[src/sv/basic_program_detokenizer_assert.svh]
// assertion macros for the basic program detokenizer
`ifndef BASIC_PROGRAM_DETOKENIZER_ASSERT_SVH
`define BASIC_PROGRAM_DETOKENIZER_ASSERT_SVH

// implication checked on every edge outside reset
`define BPD_ASSERT_IMP(lbl, ante, cons) \
  lbl: assert property (@(posedge clk_i) disable iff (!rst_ni) (ante) |-> (cons)) \
    else $error("assertion failed");

// implication whose consequent is checked in the cycle after the antecedent
`define BPD_ASSERT_NEXT(lbl, ante, cons) \
  lbl: assert property (@(posedge clk_i) disable iff (!rst_ni) (ante) |=> (cons)) \
    else $error("assertion failed");

`endif

[src/sv/bpd_pkg.sv]
// package: types, constants and keyword rom for the detokenizer
`timescale 1ns / 1ps
`default_nettype none
package bpd_pkg;

  localparam logic [7:0] NumMarkA   = 8'h0E;
  localparam logic [7:0] NumMarkB   = 8'h7E;
  localparam logic [7:0] KwFirst    = 8'hA3;
  localparam logic [7:0] NewlineTok = 8'h0D;
  localparam logic [7:0] DotChar    = 8'h2E;
  localparam logic [7:0] SpaceChar  = 8'h20;
  localparam logic [7:0] ZeroChar   = 8'h30;
  localparam int unsigned KwMaxLen  = 9;
  localparam int unsigned KwCount   = 93;

  typedef struct packed {
    logic [7:0] byte_in;
    logic       last_in;
  } in_item_t;

  typedef struct packed {
    logic [7:0] char_out;
    logic       has_char;
    logic       line_end;
    logic       stream_end;
    logic       truncated;
    logic       run_last;
  } out_item_t;

  typedef logic [KwMaxLen*8-1:0] kw_text_t;

  function automatic kw_text_t kw_pad(input string s);
    kw_text_t r;
    r = '0;
    for (int i = 0; i < s.len(); i++) begin
      r[i*8 +: 8] = s[i];
    end
    return r;
  endfunction

  // keyword text, first character in the low byte, zero padded
  function automatic kw_text_t kw_text(input logic [6:0] idx);
    kw_text_t r;
    unique case (idx)
      7'd0:  r = kw_pad("SPECTRUM");   7'd1:  r = kw_pad("PLAY");
      7'd2:  r = kw_pad("RND");        7'd3:  r = kw_pad("INKEY$");
      7'd4:  r = kw_pad("PI");         7'd5:  r = kw_pad("FN");
      7'd6:  r = kw_pad("POINT");      7'd7:  r = kw_pad("SCREEN$");
      7'd8:  r = kw_pad("ATTR");       7'd9:  r = kw_pad("AT");
      7'd10: r = kw_pad("TAB");        7'd11: r = kw_pad("VAL$");
      7'd12: r = kw_pad("CODE");       7'd13: r = kw_pad("VAL");
      7'd14: r = kw_pad("LEN");        7'd15: r = kw_pad("SIN");
      7'd16: r = kw_pad("COS");        7'd17: r = kw_pad("TAN");
      7'd18: r = kw_pad("ASN");        7'd19: r = kw_pad("ACS");
      7'd20: r = kw_pad("ATN");        7'd21: r = kw_pad("LN");
      7'd22: r = kw_pad("EXP");        7'd23: r = kw_pad("INT");
      7'd24: r = kw_pad("SQR");        7'd25: r = kw_pad("SGN");
      7'd26: r = kw_pad("ABS");        7'd27: r = kw_pad("PEEK");
      7'd28: r = kw_pad("IN");         7'd29: r = kw_pad("USR");
      7'd30: r = kw_pad("STR$");       7'd31: r = kw_pad("CHR$");
      7'd32: r = kw_pad("NOT");        7'd33: r = kw_pad("BIN");
      7'd34: r = kw_pad("OR");         7'd35: r = kw_pad("AND");
      7'd36: r = kw_pad("<=");         7'd37: r = kw_pad(">=");
      7'd38: r = kw_pad("<>");         7'd39: r = kw_pad("LINE");
      7'd40: r = kw_pad("THEN");       7'd41: r = kw_pad("TO");
      7'd42: r = kw_pad("STEP");       7'd43: r = kw_pad("DEF FN");
      7'd44: r = kw_pad("CAT");        7'd45: r = kw_pad("FORMAT");
      7'd46: r = kw_pad("MOVE");       7'd47: r = kw_pad("ERASE");
      7'd48: r = kw_pad("OPEN #");     7'd49: r = kw_pad("CLOSE #");
      7'd50: r = kw_pad("MERGE");      7'd51: r = kw_pad("VERIFY");
      7'd52: r = kw_pad("BEEP");       7'd53: r = kw_pad("CIRCLE");
      7'd54: r = kw_pad("INK");        7'd55: r = kw_pad("PAPER");
      7'd56: r = kw_pad("FLASH");      7'd57: r = kw_pad("BRIGHT");
      7'd58: r = kw_pad("INVERSE");    7'd59: r = kw_pad("OVER");
      7'd60: r = kw_pad("OUT");        7'd61: r = kw_pad("LPRINT");
      7'd62: r = kw_pad("LLIST");      7'd63: r = kw_pad("STOP");
      7'd64: r = kw_pad("READ");       7'd65: r = kw_pad("DATA");
      7'd66: r = kw_pad("RESTORE");    7'd67: r = kw_pad("NEW");
      7'd68: r = kw_pad("BORDER");     7'd69: r = kw_pad("CONTINUE");
      7'd70: r = kw_pad("DIM");        7'd71: r = kw_pad("REM");
      7'd72: r = kw_pad("FOR");        7'd73: r = kw_pad("GO TO");
      7'd74: r = kw_pad("GO SUB");     7'd75: r = kw_pad("INPUT");
      7'd76: r = kw_pad("LOAD");       7'd77: r = kw_pad("LIST");
      7'd78: r = kw_pad("LET");        7'd79: r = kw_pad("PAUSE");
      7'd80: r = kw_pad("NEXT");       7'd81: r = kw_pad("POKE");
      7'd82: r = kw_pad("PRINT");      7'd83: r = kw_pad("PLOT");
      7'd84: r = kw_pad("RUN");        7'd85: r = kw_pad("SAVE");
      7'd86: r = kw_pad("RANDOMIZE");  7'd87: r = kw_pad("IF");
      7'd88: r = kw_pad("CLS");        7'd89: r = kw_pad("DRAW");
      7'd90: r = kw_pad("CLEAR");      7'd91: r = kw_pad("RETURN");
      7'd92: r = kw_pad("COPY");
      default: r = '0;
    endcase
    return r;
  endfunction

endpackage
`default_nettype wire

[src/sv/bpd_digits.sv]
// line number to decimal digits by repeated subtraction of powers of ten
`timescale 1ns / 1ps
`default_nettype none
module bpd_digits
  import bpd_pkg::*;
(
  input  wire logic        clk_i,
  input  wire logic        rst_ni,
  input  wire logic        start_i,
  input  wire logic [15:0] value_i,
  output logic             done_o,
  output logic [19:0]      digits_o
);

  logic [15:0] rem_q, rem_d;
  logic [2:0]  pos_q, pos_d;
  logic [3:0]  cnt_q, cnt_d;
  logic [19:0] dig_q, dig_d;
  logic        busy_q, busy_d;
  logic [15:0] pow;
  logic        ge;

  always_comb begin
    unique case (pos_q)
      3'd0: pow = 16'd10000;
      3'd1: pow = 16'd1000;
      3'd2: pow = 16'd100;
      3'd3: pow = 16'd10;
      default: pow = 16'd1;
    endcase
  end

  assign ge = rem_q >= pow;

  always_comb begin
    rem_d  = rem_q;
    pos_d  = pos_q;
    cnt_d  = cnt_q;
    dig_d  = dig_q;
    busy_d = busy_q;
    done_o = 1'b0;
    if (start_i) begin
      rem_d  = value_i;
      pos_d  = 3'd0;
      cnt_d  = 4'd0;
      busy_d = 1'b1;
    end else if (busy_q) begin
      if (ge) begin
        rem_d = rem_q - pow;
        cnt_d = cnt_q + 4'd1;
      end else begin
        dig_d[19 - 4*pos_q -: 4] = cnt_q;
        cnt_d = 4'd0;
        if (pos_q == 3'd4) begin
          busy_d = 1'b0;
          done_o = 1'b1;
        end else begin
          pos_d = pos_q + 3'd1;
        end
      end
    end
  end

  always_ff @(posedge clk_i or negedge rst_ni) begin
    if (!rst_ni) begin
      busy_q <= 1'b0;
      pos_q  <= '0;
      cnt_q  <= '0;
    end else begin
      busy_q <= busy_d;
      pos_q  <= pos_d;
      cnt_q  <= cnt_d;
    end
  end

  always_ff @(posedge clk_i) begin
    rem_q <= rem_d;
    dig_q <= dig_d;
  end

  assign digits_o = dig_q;

endmodule
`default_nettype wire

[config.mk]
export PLATFORM = sky130hd
export DESIGN_NAME = bpd_digits
export DESIGN_NICKNAME = d
export VERILOG_FILES = /design/src/sv/basic_program_detokenizer_assert.svh /design/src/sv/bpd_pkg.sv /design/src/sv/bpd_digits.sv
export SDC_FILE = /design/constraint.sdc
export NUM_CORES = 1
export LEC_CHECK = 0
export BUFFER_PORTS_ARGS = -buffer_cell sky130_fd_sc_hd__buf_2
export CORE_MARGIN = 10
export CORE_UTILIZATION = 40
export CTS_CLUSTER_SIZE = 24
export DETAILED_ROUTE_END_ITERATION = 12
export PLACE_DENSITY = 0.7
export SETUP_SLACK_MARGIN = 0.05
export SYNTH_ARGS = -nofsm -noshare
export SYNTH_HDL_FRONTEND = slang
export SYNTH_SLANG_ARGS = --single-unit
[constraint.sdc]
create_clock -name clk_i -period 4.7 [get_ports clk_i]
set_clock_uncertainty 0.2 [all_clocks]
set_input_delay 0 -clock clk_i [delete_from_list [all_inputs] [get_ports clk_i]]
set_output_delay 0 -clock clk_i [all_outputs]
set_load 0.02 [all_outputs]
==> metrics <==
outcome completed; crit path DAT 4.11 ns; gr usage total 11.8%; slew at the pin with the worst max-slew slack 0.668 ns; Setup TNS 0 ns; Post-DRT Antenna Nets 0; Core Area 6760 um2; WP data required 4.45 ns; DPL Wire Length 4320 um; Filler Cells Inserted 629; Critical Path End Type flop; Worst R2R Path Depth 11; Slew headroom 55.5%; Post-Synthesis Cell Area 2760 um2; largest net degree at the start of global routing 42; # rows 30; dpl cell area 3040 um2; WS Path Type reg -> reg; Die H 103 um; VDD IR-drop max 0.000351 V; WHS Path Cells 2; RSZ-0062 raised after global routing no; Clk pin slew, worst setup/hold paths 0.08 ns; Finished Cell Area 3350 um2; layout cell share with drive strength beyond 1 15.5%; Max Slew Vio Count 0; Fin. Hold Viols 0; die area 10600 um2; area delta synth->final 21.5%; CTS tree built; cell taking the most area after synthesis edfxtp_1; Pre-Repair DR Iteration Count 4; top_reg_cell synth edfxtp_1; Root Driver clkbuf_8; first-pass GRT wire length 10000 um; final net count 371; Worst Slack Setup Final 0.337 ns; fin crit share 92.8%; worst r2r src pos_q[0]$_DFFE_PN0P_; main area contributors after synthesis edfxtp_1, ha_1, dfrtp_1; number of vias per cell 5.36; Starting Density 40.9%; GRT overflow 0; I/O Buffers 39; CP max FO 10; Clock Latency Late Sink 0.31 ns; # DRC 0; Post-synth EDFFs 36; P per Cell Area 633 nW/um2; Place WS 0.391 ns; post-synthesis async set-or-reset flop share 18.2%; Pleak 1.42 nW; hold path start start_i; WL/cell 14.8 um; Max Freq 229 MHz; Initial DRC Count 86; worst hold margin 0.0564 ns; RD Place Congestion 0.810; Hold Path Sink cnt_q[0]$_DFFE_PN0P_; Syn Nets 312; ANT cells 0; synthesized netlist cell count 270; Yosys warnings 0; Yosys reg bits 44; reg2reg setup slack 0.34 ns; Non-Filler Instances 410; post-synth top area share 39.2%; Final min period 4.36 ns; total CTS buffers 5; placed cells 384; vias in the first global route 2167; Distinct cells, synth 40; sequential element share of the synthesized area 46.4%; CTS Sinks 44; Avg Cell Area, Syn 10.2 um2; final WL 6080 um; Max H-tree Level 2; via count 2196; Critical R2R Capture digits_o[3]$_DFFE_PP_; Max Root-Sink Buffers 2; startpoint types flop; initial antenna violation count 0; setup violators final 0; Max Cap Viol 0; Die Wd 103 um; I/O Pins 40; Hold Crit Class in -> reg
==> worst max-delay path: stages, from the launching register on <==
cell and delay [ns]:
dfrtp_1 0.46, inv_1 0.13, ha_1 0.26, ha_1 0.23
nor2_1 0.19, ha_1 0.34, a21o_1 0.25, a2111o_1 0.46
a2111oi_4 0.42, nand3_4 0.17, nand3b_1 0.33, nor3_1 0.58
==> per-stage QoR <==
stage	power [mW]	util [%]
4_1_cts	2.11	49.6
3_5_place_dp	1.73	45.0
2_1_floorplan	1.49	-
5_1_grt	2.30	49.6
3_3_place_gp	1.72	45.0
6_report	2.12	49.6
==> placed cells by master (no fill, tap or decap), drive strengths merged, types with 14 or more instances in the layout <==
cell / n
a21oi: 14
and2: 21
buf: 40
dlygate4sd3: 18
edfxtp: 36
ha: 22
inv: 16
nand2: 28
nor2: 17
o21ai: 23
==> power breakdown <==
group,total [mW],internal [mW],switching [mW]
Combinational,1.12,0.466,0.658
Clock,0.350,0.213,0.137
Sequential,0.649,0.565,0.0840
==> routing by layer <==
layer / track usage [%] / part of all wire, %
met1: 13.8 / 44
met2: 20.0 / 47
met3: 3.15 / 7.6
met4: 4.39 / 1.4
met5: 0 / 0
==> how the worst max path moves through the flow <==
| stage | to | slack, ns | from |
|---|---|---|---|
| 3_3_place_gp | digits_o[17]$_DFFE_PP_ | 0.61 | pos_q[0]$_DFFE_PN0P_ |
| 4_1_cts | digits_o[19]$_DFFE_PP_ | 0.35 | pos_q[0]$_DFFE_PN0P_ |
| 5_1_grt | digits_o[19]$_DFFE_PP_ | 0.05 | pos_q[0]$_DFFE_PN0P_ |
| 3_5_place_dp | digits_o[1]$_DFFE_PP_ | 0.39 | pos_q[0]$_DFFE_PN0P_ |
| 2_1_floorplan | digits_o[16]$_DFFE_PP_ | 0.88 | pos_q[0]$_DFFE_PN0P_ |
| 6_report | digits_o[3]$_DFFE_PP_ | 0.34 | pos_q[0]$_DFFE_PN0P_ |
==> flip-flops by register name, indices dropped and copies added (netlist names) <==
signal / count
digits_o: 20
rem_q: 16
cnt_q: 4
pos_q: 3
busy_q: 1
==> cells by family after synthesis <==
group	after synthesis	share of synthesized area [%]
and+or+nand+nor	105	20.3
DFF	44	46.4
muxes	5	1.90
buffers and inverters	22	2.99
adders and majority gates	23	10.7
xor gates and xnor gates	11	3.49
AOI/OAI and AO/OA	60	14.2
==> synthesized netlist by cell type, types with 3 or more instances <==
| master | instances |
|---|---|
| xnor2_1 | 5 |
| nor3b_1 | 3 |
| nor3_1 | 6 |
| nand3_1 | 3 |
| nand2_1 | 28 |
| and2_1 | 21 |
| nor2b_1 | 7 |
| nand4_1 | 4 |
| a211oi_1 | 4 |
| xor2_1 | 6 |
| o21a_1 | 3 |
| inv_1 | 16 |
| clkbuf_1 | 6 |
| ha_1 | 22 |
| nand2b_1 | 5 |
| mux2i_1 | 3 |
| dfrtp_1 | 8 |
| o21ai_0 | 23 |
| o31ai_1 | 4 |
| nor2_1 | 17 |
| a21oi_1 | 14 |
| edfxtp_1 | 36 |
==> what timing repair did <==
action | 4_1_cts | 5_1_grt
setup buffers | 0 | 0
gates resized for setup | 0 | 0
hold endpoints to repair | 24 | 0
hold buffers | 18 | 0
==> layout make-up <==
class	instances	area (um2)	share of cell area, %
Clock buffer	6	72.6	2.16
Clock inverter	2	60.1	1.79
Inverter	16	60.1	1.79
Multi-Input combinational cell	204	1400	41.6
Sequential cell	44	1280	38.2
Tap cell	80	100	2.99
Timing Repair Buffer	58	383	11.4
No activity file was read; power rests on OpenSTA's default activity.
